$ cat config.mk
export PLATFORM = sky130hd
export DESIGN_NAME = kmps_alu
export DESIGN_NICKNAME = d
export VERILOG_FILES = /design/src/kmps_pkg.sv /design/src/kmps_alu.sv
export SDC_FILE = /design/constraint.sdc
export NUM_CORES = 1
export LEC_CHECK = 0
export ABC_AREA = 1
export BUFFER_PORTS_ARGS = -buffer_cell sky130_fd_sc_hd__buf_2
export CAP_MARGIN = 25
export CORE_MARGIN = 4
export CORE_UTILIZATION = 49
export DETAILED_ROUTE_END_ITERATION = 6
export PLACE_DENSITY_LB_ADDON = 0.15
export SLEW_MARGIN = 10
export SYNTH_ARGS = -nofsm -noshare
export SYNTH_HDL_FRONTEND = slang
export SYNTH_SLANG_ARGS = --single-unit
$ cat constraint.sdc
create_clock -name vclk -period 3.3
set_clock_uncertainty 0.2 [all_clocks]
set_input_delay 0.165 -clock vclk [all_inputs]
set_output_delay 0.165 -clock vclk [all_outputs]
set_load 0.02 [all_outputs]
$ cat src/kmps_pkg.sv
// Types and codes shared by the missing-positive search modules.
package kmps_pkg;

	localparam int OP_W      = 2;
	localparam int VALUE_W   = 31;
	localparam int RANK_W    = 31;
	localparam int RESULT_W  = 32;
	localparam int IN_DATA_W = 64;

	localparam logic [OP_W-1:0] OP_CLEAR  = 2'd0;
	localparam logic [OP_W-1:0] OP_APPEND = 2'd1;
	localparam logic [OP_W-1:0] OP_QUERY  = 2'd2;

	typedef struct packed {
		logic [OP_W-1:0]    op;
		logic [VALUE_W-1:0] element_value;
		logic [RANK_W-1:0]  want_rank;
	} in_t;

	typedef struct packed {
		logic [RESULT_W-1:0] missing_number;
		logic                overflow_seen;
	} res_t;

endpackage

$ cat src/kmps_alu.sv
// Shared adder and compare: forms k + index + carry and checks a stored element against it.
module kmps_alu
	import kmps_pkg::*;
#(
	parameter int ADDEND_W = 11
) (
	input  logic [RANK_W-1:0]   k,
	input  logic [ADDEND_W-1:0] addend,
	input  logic                cin,
	input  logic [VALUE_W-1:0]  mem_word,
	output logic [RESULT_W-1:0] sum,
	output logic                ge
);

	assign sum = RESULT_W'(k) + RESULT_W'(addend) + RESULT_W'(cin);
	// With carry in, ge means the missing count at the index is at least k.
	assign ge  = {1'b0, mem_word} >= sum;

endmodule

==> flow_summary.toml <==
[timing]
slew-limit-headroom = 0.7127
clock.fmax_ghz = 0.3218
post-route-min-period_ps = 3108
hold_viol_final = 0
setup_viol = 0
finalCritPeriodShare = 0.9417
report.final.slew_viol_count = 0
tightest_slew_ps = 427.7
holdWs_ps = 466.5

[cells_and_area]
diodes = 0
final_nets = 587
area_delta_synth_final_pct = 34.86
drive_above_1_share = 0.3718
finalInstanceArea_mm2 = 0.002904
multiInputGateArea_mm2 = 0.001969
seq_cells = 0
nFillCells = 372
n_clock_buffer = 0
seq_area_um2 = 0

[die]
fp.dieArea_mm2 = 0.005519
rows = 23
die_w_um = 74.29
core_area_mm2 = 0.004115
die_height_um = 74.29
ios = 107
initial_utilization = 0.5233

[synthesis]
syn_area_mm2 = 0.002153
synth_top_family_by_area = "simple AND/OR/NAND/NOR gates"
yosys_warnings = 0
synth_nets = 475
ys_types = 32
avgSynthCellArea_um2 = 6.015
ys_seq_area_frac = 0
synth_mux_area_frac = 0
synth-compound-area-share = 0.09413
netlist_instances = 358
synth-xor-area-share = 0.1075
yosys.area_share.simple = 0.4003
synth-adder-area-share = 0.2568

[critical_path]
cp-start-kind = "input pin"
path_common_cell = "nand2_1"
required_ps = 2930
path_max_fanout = 5
end_kind = "output port"
cpPeakStageDelay_ps = 370
crit_type = "input pin to output port"
cp_cell_sequence = "buf_2 -> fa_2 -> inv_2 -> fa_2 -> inv_2 -> nand3_2 -> nand2_4 -> nand3_2 -> nand3_4 -> nand2_8 -> nor2_4 -> nand2_1 -> nand2_1 -> nand2_1 -> ha_4 -> nand2_1 -> o21ai_1 -> nand3_1 -> nand2_1 -> nand2_1 -> nand3b_1 -> nand2_1 -> nand2_1 -> buf_6"
critPathArrivalTime_ps = 2740
crit_slowest_cell = "fa_2"

[power]
totalPowerFinal_mw = 0.5229
ir_drop_mv = 0.1147
leakagePower_nw = 1.712
powerDensity_mw_per_mm2 = 180.1

[hold_path]
hp-class = "input pin to output port"

[global_route]
grt_pass1_vias = 2385
grt_pass1_wl_um = 10140
grt_remaining_overflow = 0
antenna_found_initial = 0
grt_usage = 0.2224
grt_max_degree = 6

[cts]
ctsHoldBuffers = 0

[drt]
wl_um = 6320
vias_per_cell = 4.967
drc = 0
dr.first_iter.drc_count = 137
firstDrtPassIters = 4
vias = 2573
antenna_left = 0
wire_per_inst_um = 12.20

[placement]
dp_hpwl_um = 5639
numPortBuffers = 107
gp_congestion = 0.9040
place_area_mm2 = 0.002759

[outcome]
status = "completed"

[run]
maxCapViolations = 0
## synth_stat cells (3+ instances only)
master	number	area, um2
o21ai_0	7	35.03
nor3_1	12	60.06
nand3_1	17	85.08
xor2_2	4	65.06
xnor2_1	6	52.55
nand2_1	85	319.1
nor2_2	3	18.77
inv_2	6	22.52
xor2_1	13	113.9
inv_1	75	281.5
nor2_1	19	71.32
ha_1	41	513.0
a21oi_1	20	100.1
nand2_2	14	87.58
nor3_2	6	60.06
nand4_1	9	56.30
## final cells by class
type               instances  area share
repair buffers           110      0.1956
multi-input cells        277      0.6782
inverters                 81      0.1047
well taps                 50     0.02154
## cells by family (layout without fill, tap and decap cells)
logic type,count (synthesis),after routing
buffers and inverters,81,191
xor gates and xnor gates,23,23
and+or+nand+nor,175,175
AOI/OAI and AO/OA,36,36
adders and majority gates,43,43
## placed cells by master (no fill, tap or decap), types with 3 or more instances in the layout
master     n
a21oi_1   16
a21oi_2    5
buf_2    106
ha_1      38
inv_1     73
inv_2      8
nand2_1   81
nand2_2   15
nand2_4    3
nand3_1   15
nand3_2    3
nand4_1    9
nor2_1    18
nor2_2     4
nor3_1    12
nor3_2     6
o21ai_0    5
o21ai_1    3
xnor2_1    6
xor2_1    10
xor2_2     7
## report_power, final
group | leakage (nW) | total [mW] | switching [mW] | internal [mW]
Combinational | 1.71 | 0.523 | 0.317 | 0.206
Clock | 0 | 0 | 0 | 0
Sequential | 0 | 0 | 0 | 0
Total | 1.71 | 0.523 | 0.317 | 0.206
## worst paths after layout
check  slack [ps]  cells after the start       to  start
min           470                      3  sum[18]  k[18]
max           190                     24       ge    cin
## worst max-delay path: cells and delay by family
family	cells	cell delay (ps)
and+or+nand+nor	16	1260
adders and majority gates	3	860
buffers and inverters	4	320
AOI/OAI and AO/OA	1	150
## repair_timing
item,in CTS,in global routing
pin swaps,0,13
endpoints found under the hold margin,0,0
resized for setup,1,31
setup buffers,0,2
setup endpoints to repair,1,1
## routing by layer
metal	GRT usage	wire (um)
met1	0.3165	2914
met2	0.3947	2856
met5	0	0
met3	0.008108	542
met4	0.005929	7
## stage by stage
stage | utilization | setup WS (ps) | cells | TNS, ps
floorplan | - | 322.1 | 358 | 0
global placement | 0.6704 | 90.71 | 516 | 0
detailed placement | 0.6704 | -11.43 | 516 | -11.43
CTS | 0.6719 | 4.930 | 516 | 0
global route | 0.7057 | -21.94 | 518 | -21.94
finish | 0.7057 | 192.4 | 518 | 0
Power figures use the tool's default switching activity.
