### src/kmps_pkg.sv
// Types and codes shared by the missing-positive search modules.
package kmps_pkg;

	localparam int OP_W      = 2;
	localparam int VALUE_W   = 31;
	localparam int RANK_W    = 31;
	localparam int RESULT_W  = 32;
	localparam int IN_DATA_W = 64;

	localparam logic [OP_W-1:0] OP_CLEAR  = 2'd0;
	localparam logic [OP_W-1:0] OP_APPEND = 2'd1;
	localparam logic [OP_W-1:0] OP_QUERY  = 2'd2;

	typedef struct packed {
		logic [OP_W-1:0]    op;
		logic [VALUE_W-1:0] element_value;
		logic [RANK_W-1:0]  want_rank;
	} in_t;

	typedef struct packed {
		logic [RESULT_W-1:0] missing_number;
		logic                overflow_seen;
	} res_t;

endpackage

### src/kmps_engine.sv
// Sequencer: list bookkeeping and the probe-by-probe binary search of a query.
module kmps_engine
	import kmps_pkg::*;
#(
	parameter int MAX_ELEMS = 1024
) (
	input  logic                         clk,
	input  logic                         arst_n,
	input  logic                         in_valid,
	output logic                         in_ready,
	input  in_t                          in_word,
	output logic                         res_valid,
	input  logic                         res_ready,
	output res_t                         res_word,
	output logic                         ram_we,
	output logic [$clog2(MAX_ELEMS)-1:0] ram_waddr,
	output logic [VALUE_W-1:0]           ram_wdata,
	output logic [$clog2(MAX_ELEMS)-1:0] ram_raddr,
	output logic [RANK_W-1:0]            alu_k,
	output logic [$clog2(MAX_ELEMS+1)-1:0] alu_addend,
	output logic                         alu_cin,
	input  logic [RESULT_W-1:0]          alu_sum,
	input  logic                         alu_ge
);

	localparam int AW = $clog2(MAX_ELEMS);
	localparam int CW = $clog2(MAX_ELEMS + 1);

	localparam logic [2:0] ST_IDLE   = 3'd0;
	localparam logic [2:0] ST_FIRST  = 3'd1;
	localparam logic [2:0] ST_LAST   = 3'd2;
	localparam logic [2:0] ST_SEARCH = 3'd3;
	localparam logic [2:0] ST_RESULT = 3'd4;

	logic [2:0]        state_q;
	logic [CW-1:0]     count_q;
	logic              ovf_q;
	logic              found_v_q;
	logic [RANK_W-1:0] k_q;
	logic [AW-1:0]     mid_q;
	logic [AW-1:0]     found_q;
	logic [CW-1:0]     low_q;
	logic [CW-1:0]     hi1_q;

	logic          accept;
	logic          full;
	logic [CW-1:0] last_cw;
	logic [AW-1:0] last_idx;
	logic [AW-1:0] mid0;
	logic [CW-1:0] mid_cw;
	logic [CW:0]   cand_ge_sum;
	logic [CW:0]   cand_lt_sum;
	logic [AW-1:0] cand_ge;
	logic [AW-1:0] cand_lt;
	logic          more_ge;
	logic          more_lt;
	logic [AW-1:0] mid_n;
	logic          more_n;

	assign accept   = in_valid && in_ready;
	assign in_ready = (state_q == ST_IDLE);
	assign full     = (count_q == CW'(MAX_ELEMS));

	assign ram_we    = accept && (in_word.op == OP_APPEND) && !full;
	assign ram_waddr = count_q[AW-1:0];
	assign ram_wdata = in_word.element_value;

	assign last_cw  = count_q - CW'(1);
	assign last_idx = last_cw[AW-1:0];
	assign mid0     = AW'(last_cw >> 1);
	assign mid_cw   = CW'(mid_q);

	// Both possible next midpoints come from registered bounds only, so the
	// compare result just selects one of them.
	assign cand_ge_sum = {1'b0, low_q} + {1'b0, mid_cw} - (CW+1)'(1);
	assign cand_lt_sum = {1'b0, mid_cw} + {1'b0, hi1_q};
	assign cand_ge     = cand_ge_sum[AW:1];
	assign cand_lt     = cand_lt_sum[AW:1];
	assign more_ge     = low_q < mid_cw;
	assign more_lt     = (mid_cw + CW'(1)) < hi1_q;
	assign mid_n       = alu_ge ? cand_ge : cand_lt;
	assign more_n      = alu_ge ? more_ge : more_lt;

	always_comb begin
		unique case (state_q)
			ST_FIRST:  ram_raddr = last_idx;
			ST_LAST:   ram_raddr = mid0;
			ST_SEARCH: ram_raddr = mid_n;
			default:   ram_raddr = '0;
		endcase
	end

	assign alu_k      = k_q;
	assign alu_cin    = (state_q != ST_RESULT);
	assign alu_addend = (state_q != ST_RESULT) ? mid_cw :
		(found_v_q ? CW'(found_q) : count_q);

	assign res_valid               = (state_q == ST_RESULT);
	assign res_word.missing_number = alu_sum;
	assign res_word.overflow_seen  = ovf_q;

	always_ff @(posedge clk or negedge arst_n) begin
		if (!arst_n) begin
			state_q   <= ST_IDLE;
			count_q   <= '0;
			ovf_q     <= 1'b0;
			found_v_q <= 1'b0;
		end else begin
			unique case (state_q)
				ST_IDLE: begin
					if (accept) begin
						unique case (in_word.op)
							OP_CLEAR: begin
								count_q <= '0;
								ovf_q   <= 1'b0;
							end
							OP_APPEND: begin
								if (full) begin
									ovf_q <= 1'b1;
								end else begin
									count_q <= count_q + CW'(1);
								end
							end
							OP_QUERY: begin
								found_v_q <= 1'b0;
								state_q   <= (count_q == '0) ? ST_RESULT : ST_FIRST;
							end
							default: ;
						endcase
					end
				end
				ST_FIRST: begin
					if (alu_ge) begin
						found_v_q <= 1'b1;
						state_q   <= ST_RESULT;
					end else begin
						state_q <= ST_LAST;
					end
				end
				ST_LAST: begin
					state_q <= alu_ge ? ST_SEARCH : ST_RESULT;
				end
				ST_SEARCH: begin
					if (alu_ge) begin
						found_v_q <= 1'b1;
					end
					if (!more_n) begin
						state_q <= ST_RESULT;
					end
				end
				ST_RESULT: begin
					if (res_ready) begin
						state_q <= ST_IDLE;
					end
				end
				default: state_q <= ST_IDLE;
			endcase
		end
	end

	always_ff @(posedge clk) begin
		unique case (state_q)
			ST_IDLE: begin
				if (accept && (in_word.op == OP_QUERY)) begin
					k_q   <= in_word.want_rank;
					mid_q <= '0;
				end
			end
			ST_FIRST: begin
				if (alu_ge) begin
					found_q <= '0;
				end else begin
					mid_q <= last_idx;
				end
			end
			ST_LAST: begin
				low_q <= '0;
				hi1_q <= count_q;
				mid_q <= mid0;
			end
			ST_SEARCH: begin
				if (alu_ge) begin
					found_q <= mid_q;
					hi1_q   <= mid_cw;
				end else begin
					low_q <= mid_cw + CW'(1);
				end
				mid_q <= mid_n;
			end
			default: ;
		endcase
	end

endmodule

### config.mk
export PLATFORM = sky130hd
export DESIGN_NAME = kmps_engine
export DESIGN_NICKNAME = d
export VERILOG_FILES = /design/src/kmps_pkg.sv /design/src/kmps_engine.sv
export SDC_FILE = /design/constraint.sdc
export NUM_CORES = 1
export LEC_CHECK = 0
export BUFFER_PORTS_ARGS = -buffer_cell sky130_fd_sc_hd__buf_2
export CORE_ASPECT_RATIO = 0.5
export CORE_MARGIN = 4
export CORE_UTILIZATION = 40
export CTS_BUF_LIST = sky130_fd_sc_hd__clkbuf_4 sky130_fd_sc_hd__clkbuf_8
export CTS_CLUSTER_DIAMETER = 80
export DETAILED_ROUTE_END_ITERATION = 10
export PLACE_DENSITY = 0.7
export SYNTH_ARGS = -nofsm -noshare
export SYNTH_HDL_FRONTEND = slang
export SYNTH_SLANG_ARGS = --single-unit
### constraint.sdc
create_clock -name clk -period 3.61 [get_ports clk]
set_input_delay 0.361 -clock clk [delete_from_list [all_inputs] [get_ports clk]]
set_output_delay 0.361 -clock clk [all_outputs]
set_load 0.05 [all_outputs]
==> flow_metrics.py, run 1 <==
metrics = {
    "detailed_routing": {
        "wl_per_cell_um": 18.6,
        "antenna_left": 0,
        "first_iter_violations": 440,
        "drcViolationCount": 0,
        "vias": 4548,
        "vias_per_cell": 5.34,
        "drt_pass1_iterations": 5,
        "drt_wl_total_um": 15800,
    },
    "critical_path": {
        "cp.required_ps": 3250,
        "critical_path.max_fanout": 7,
        "cp-end-kind": "output pin",
        "cp-start-kind": "flop",
        "crit_type": "reg2out",
        "crit_arrival_ps": 3110,
        "r2r_slack_ps": 730,
    },
    "synthesis": {
        "seq_area_frac_synth_pct": 42.4,
        "synth_area_leaders": "edfxtp_1 36%, ha_1 10%, buf_4 9.2%",
        "synthesis.area_um2": 6110,
        "syn-mean-instance-area_um2": 10.1,
        "synth_edf_count": 73,
        "ys_top_cells_by_count": "75 x buf_4, 73 x edfxtp_1, 53 x inv_1, 49 x ha_1, 47 x nor2_1",
        "yosysWarningCount": 0,
        "synth_most_common_cell": "buf_4",
        "syn_nets": 760,
        "synth_seq_cells": 89,
        "synth_top_cell_area_share_pct": 35.9,
        "syn_inst": 608,
        "yosys.cell_types.count": 61,
        "synth_flop_cell": "edfxtp_1",
        "synth_area_leader_cell": "edfxtp_1",
        "ys_async_sr_fraction_pct": 18.0,
    },
    "placed_design": {
        "dp_cells": 822,
        "port_buffers": 104,
        "post-place-ws_ps": 346,
        "dp_hpwl_um": 12100,
        "place_congestion": 0.872,
    },
    "sta": {
        "max_freq_mhz": 288,
        "min_period_ps": 3470,
        "worstMarginPinSlew_ps": 1040,
        "fin_hold_ws_ps": 165,
        "tns_ps": 0,
        "slew_viol_final": 0,
        "setup_viol": 0,
        "skew_ps": 9.70,
        "max_slew_margin_pct": 30.3,
        "layout_setup_ws_ps": 142,
        "period_share_pct": 96.1,
        "rsz0062_at_grt": "false",
        "finalHoldViolations": 0,
    },
    "die": {
        "initial_core_util_pct": 41.6,
        "die_x_um": 183,
        "die_y_um": 95.4,
        "ios": 231,
        "core-area_um2": 14700,
        "die_area_um2": 17400,
        "rows": 31,
    },
    "status": {
        "status": "complete, no violations",
    },
    "clock_tree": {
        "cts.root.buffer_cell": "clkbuf_8",
        "cts_tree": "built",
        "cts_max_path_buffers": 2,
        "clk_pin_slew_ps": 100,
        "insertion_delay_ps": 360,
        "clkSinkCount": 89,
        "cts.htree.levels": 3,
        "cts_buffers": 9,
    },
    "finish": {
        "drive_gt1_share_pct": 26.0,
        "fin_util_pct": 45.4,
        "nNetsFinal": 800,
        "stdcell_count": 851,
        "num_antenna_cells": 0,
        "area_growth_pct": 9.13,
    },
    "min_path": {
        "hp-class": "in2reg",
    },
    "power_and_ir_drop": {
        "p_leak_nw": 3.06,
        "power_density_nw_per_um2": 738,
        "max-vdd-ir-drop_uv": 292,
    },
    "global_route": {
        "grtUsageTotal_pct": 17.6,
        "grt_overflow": 0,
        "antenna_found_initial": 0,
        "grt_max_degree": 26,
        "grt_pass1_wl_um": 24000,
        "grt_pass1_vias": 4425,
    },
    "job": {
        "drv_cap": 0,
    },
}
[registers in the layout, summed over array words and instances, names as in the netlist]
register	cells
found_q	10
hi1_q	11
found_v_q	1
state_q	3
count_q	11
ovf_q	1
alu_k	31
mid_q	10
low_q	11
[area by class of cell]
class / count / area, um2
clock buffers: 10 / 131
repair buffers: 126 / 693
inverters: 54 / 203
fillers: 1375 / 8030
well taps: 198 / 248
clock inverters: 6 / 75.1
multi-input cells: 368 / 2730
flip-flops and latches: 89 / 2590
[routing by layer]
metal	vias to the layer above	track usage [%]	share of wire [%]
li1	2127	-	-
met1	2136	21.5	39
met2	226	28.8	47
met3	59	6.36	11
met4	0	6.63	3.2
met5	-	0	0
[worst max-delay path: stages (launching register included)]
cell and delay, ps:
edfxtp_1 420, buf_4 150, buf_4 160, fa_1 450
a21o_1 200, a221oi_2 310, nor2b_1 110, o21ai_0 210
a21o_1 160, mux2i_1 200, o211ai_1 130, buf_4 220
[logic make-up (layout without fill, tap and decap cells)]
family          after synthesis  in the layout  share of synthesized area, %
flops                        89             89                          42.4
simple gates                156            156                          13.2
fa+ha+maj                    51             51                          10.7
compound gates              108            108                          11.6
xor+xnor                     36             36                          5.28
mux                          17             17                          2.80
buf+inv                     151            196                          14.1
[per-stage QoR]
step	total power [W]	instance area [um2]
after floorplan	0.00361	6110
after global placement	0.00398	6290
after detailed placement	0.00402	6290
after CTS	0.00477	6520
after global routing	0.00525	6670
final	0.00493	6670
[final timing paths]
path                                  from           end  cells past startpoint
max in group asynchronous           arst_n    count_q[6]                      2
min in group asynchronous           arst_n    count_q[2]                      2
worst max-delay path              mid_q[1]  ram_raddr[9]                     11
worst min register to register       ovf_q         ovf_q                      2
worst min-delay path            in_word[4]      alu_k[4]                      1
worst max register to register    mid_q[0]      mid_q[8]                     12
[cells in the final DEF, fill, tap and decap left out, types with 4 or more instances in the layout]
cell      netlist  routed
ha_1           49      45
a31oi_1         4       4
edfxtp_1       73      73
o22ai_1         4       4
and3_1          5       5
buf_2           3     102
xnor2_1        19      19
o21ai_0        27      25
inv_2           1       4
mux2i_1        16      16
buf_4          75      23
and2_1         10      10
a21oi_1        22      21
nand2_1        37      37
nor3b_1         5       5
inv_1          53      50
clkbuf_8        0       9
xor2_1         16      16
o211ai_1        5       5
nor3_1         10      10
or3_4           4       4
nor2_1         47      46
nor2b_1         5       4
dfrtp_1        16      16
nand3_1         9       9
nand4_1         5       5
a21o_1         17      17
[power by group]
part           leakage [nW]  switching, W  internal [W]
combinational          2.06       0.00176      0.000988
clock                 0.103      0.000394      0.000339
sequential            0.893      0.000156       0.00128
[timing repair]
item / CTS / global route
hold buffers: 1 / 0
buffers inserted: 0 / 12
pin swaps: 0 / 10
endpoints found under the hold margin: 16 / 0
endpoints found under the setup margin: 2 / 5
resized for setup: 3 / 15
No activity file was read; power rests on OpenSTA's default activity.
==> run 2, diff against run 1 <==
- CTS_CLUSTER_SIZE: unset -> 16
- REMOVE_ABC_BUFFERS: unset -> 1
- TNS_END_PERCENT: unset -> 100
==> run 2 against run 1 <==
Net effect: sequential share of layout area decreased by 0.20 points; fmax increased by 0.84%; final cell count increased by 0.12%; critical endpoint is now ram_raddr[8].
==> flow_metrics.py, run 2 (same netlist as run 1, synthesis figures left out) <==
metrics = {
    "status": {
        "status": "complete, no violations",
    },
    "critical_path": {
        "critical_path.max_fanout": 3,
        "crit_type": "reg2out",
        "crit_arrival_ps": 3080,
        "cp-start-kind": "flop",
        "crit_chain": "inv_2, ha_1, inv_1, ha_4, inv_1, fa_2, nor2b_4, o2111ai_2, nand4b_1, a21o_1, a21oi_1, xor2_1, o211ai_1, buf_4",
        "path_common_cell": "inv_1",
        "critical-path-top-delay-family": "adder cells",
        "slowest_stage": "edfxtp_1",
        "worst-path-buf-inv": 4,
        "cp.required_ps": 3250,
        "cp-end-kind": "output pin",
        "max_stage_delay_ps": 410,
    },
    "sta": {
        "worstMarginPinSlew_ps": 1180,
        "max_slew_margin_pct": 21.2,
        "setup_viol": 0,
        "period_share_pct": 95.3,
        "slew_viol_final": 0,
        "fin_hold_ws_ps": 156,
        "layout_setup_ws_ps": 171,
        "max_freq_mhz": 291,
        "finalHoldViolations": 0,
        "min_period_ps": 3440,
        "skew_ps": 14.0,
    },
    "finish": {
        "fillers": 1389,
        "fin_util_pct": 45.6,
        "drive_gt1_share_pct": 25.8,
        "layout_commonest_cell": "buf_2",
        "area_growth_pct": 9.68,
        "largest_reg_flops": 31,
        "num_antenna_cells": 0,
        "nNetsFinal": 801,
        "mostFrequentLayoutCells": "102 x buf_2, 73 x edfxtp_1, 51 x inv_1, 46 x nor2_1, 46 x ha_1",
    },
    "clock_tree": {
        "cts_tree": "built",
        "clk_pin_slew_ps": 100,
        "cts.root.buffer_cell": "clkbuf_8",
        "clkSinkCount": 89,
        "cts_buffers": 9,
        "insertion_delay_ps": 370,
        "cts_max_path_buffers": 2,
        "cts.htree.levels": 3,
    },
    "global_route": {
        "grt_pass1_vias": 4589,
        "grtUsageTotal_pct": 23.7,
        "grt_overflow": 0,
        "grt_max_degree": 32,
        "antenna_found_initial": 0,
        "grt_pass1_wl_um": 30200,
    },
    "power_and_ir_drop": {
        "p_clk_share_pct": 17.0,
        "power_density_nw_per_um2": 751,
        "power_w": 0.00503,
        "p_leak_nw": 3.08,
        "switchingPower_w": 0.00230,
        "swShare_pct": 45.7,
        "seqPwrFrac_pct": 29.2,
        "max-vdd-ir-drop_uv": 354,
        "p_int_w": 0.00273,
        "comb_power_share_pct": 53.8,
    },
    "die": {
        "initial_core_util_pct": 41.6,
        "die_y_um": 95.4,
        "die_area_um2": 17400,
        "rows": 31,
        "die_x_um": 183,
        "core-area_um2": 14700,
        "ios": 231,
    },
    "placed_design": {
        "post-place-ws_ps": 345,
        "place_congestion": 0.930,
        "dp_hpwl_um": 15700,
        "port_buffers": 104,
    },
    "detailed_routing": {
        "drcViolationCount": 0,
        "antenna_left": 0,
        "wl_per_cell_um": 24.3,
        "vias_per_cell": 5.61,
        "drt_wl_total_um": 20700,
        "drt_pass1_iterations": 5,
        "first_iter_violations": 486,
        "vias": 4780,
    },
    "min_path": {
        "hp-class": "in2reg",
    },
    "job": {
        "drv_cap": 0,
    },
}
## run 2: metal layers
| layer | vias to the layer above | share of wire [%] | routed length (um) | track usage, % |
|---|---|---|---|---|
| li1 | 2127 | - | - | - |
| met1 | 2247 | 40 | 8240 | 27.9 |
| met2 | 369 | 38 | 7890 | 32.0 |
| met3 | 31 | 20 | 4070 | 19.7 |
| met4 | 6 | 1.3 | 261 | 5.02 |
| met5 | - | 1.3 | 264 | 14.3 |
## run 2: final timing paths
check / startpoint / end / depth (start not counted) / slack (ps)
max: mid_q[1] / ram_raddr[8] / 14 / 170
min: in_word[30] / alu_k[30] / 1 / 160
max reg2reg: mid_q[1] / state_q[1] / 12 / 710
min reg2reg: ovf_q / ovf_q / 2 / 520
max in group asynchronous: arst_n / count_q[4] / 2 / 2910
min in group asynchronous: arst_n / count_q[10] / 2 / 430
## run 2: power groups by stage
stage	clock, W	combinational, W	sequential (W)
floorplan	0	0.00178	0.00158
finish	0.000857	0.00271	0.00147
CTS	0.000882	0.00254	0.00147
global placement	0	0.00249	0.00149
global route	0.000922	0.00295	0.00148
detailed placement	0	0.00252	0.00149
## run 2: area by class of cell
| type | instances | area [um2] | share of cell area, % |
|---|---|---|---|
| Inverter | 54 | 203 | 3.02 |
| Timing Repair Buffer | 127 | 701 | 10.4 |
| Sequential cell | 89 | 2590 | 38.7 |
| Multi-Input combinational cell | 368 | 2720 | 40.5 |
| Clock buffer | 11 | 139 | 2.07 |
| Clock inverter | 5 | 104 | 1.55 |
| Tap cell | 198 | 248 | 3.69 |
## run 2: timing repair
item,CTS,global route
gates cloned,0,0
gates resized for setup,2,14
endpoints found under the hold margin,16,0
buffers inserted,0,13
hold buffers,1,0
endpoints found under the setup margin,1,5
pin swaps,0,5
## run 2: through the flow
stage	instances	TNS [ps]	instance area, um2
2_1_floorplan	511	0	5460
3_3_place_gp	822	0	6290
3_5_place_dp	822	0	6290
4_1_cts	839	0	6550
5_1_grt	852	-64.3	6710
6_report	852	0	6710
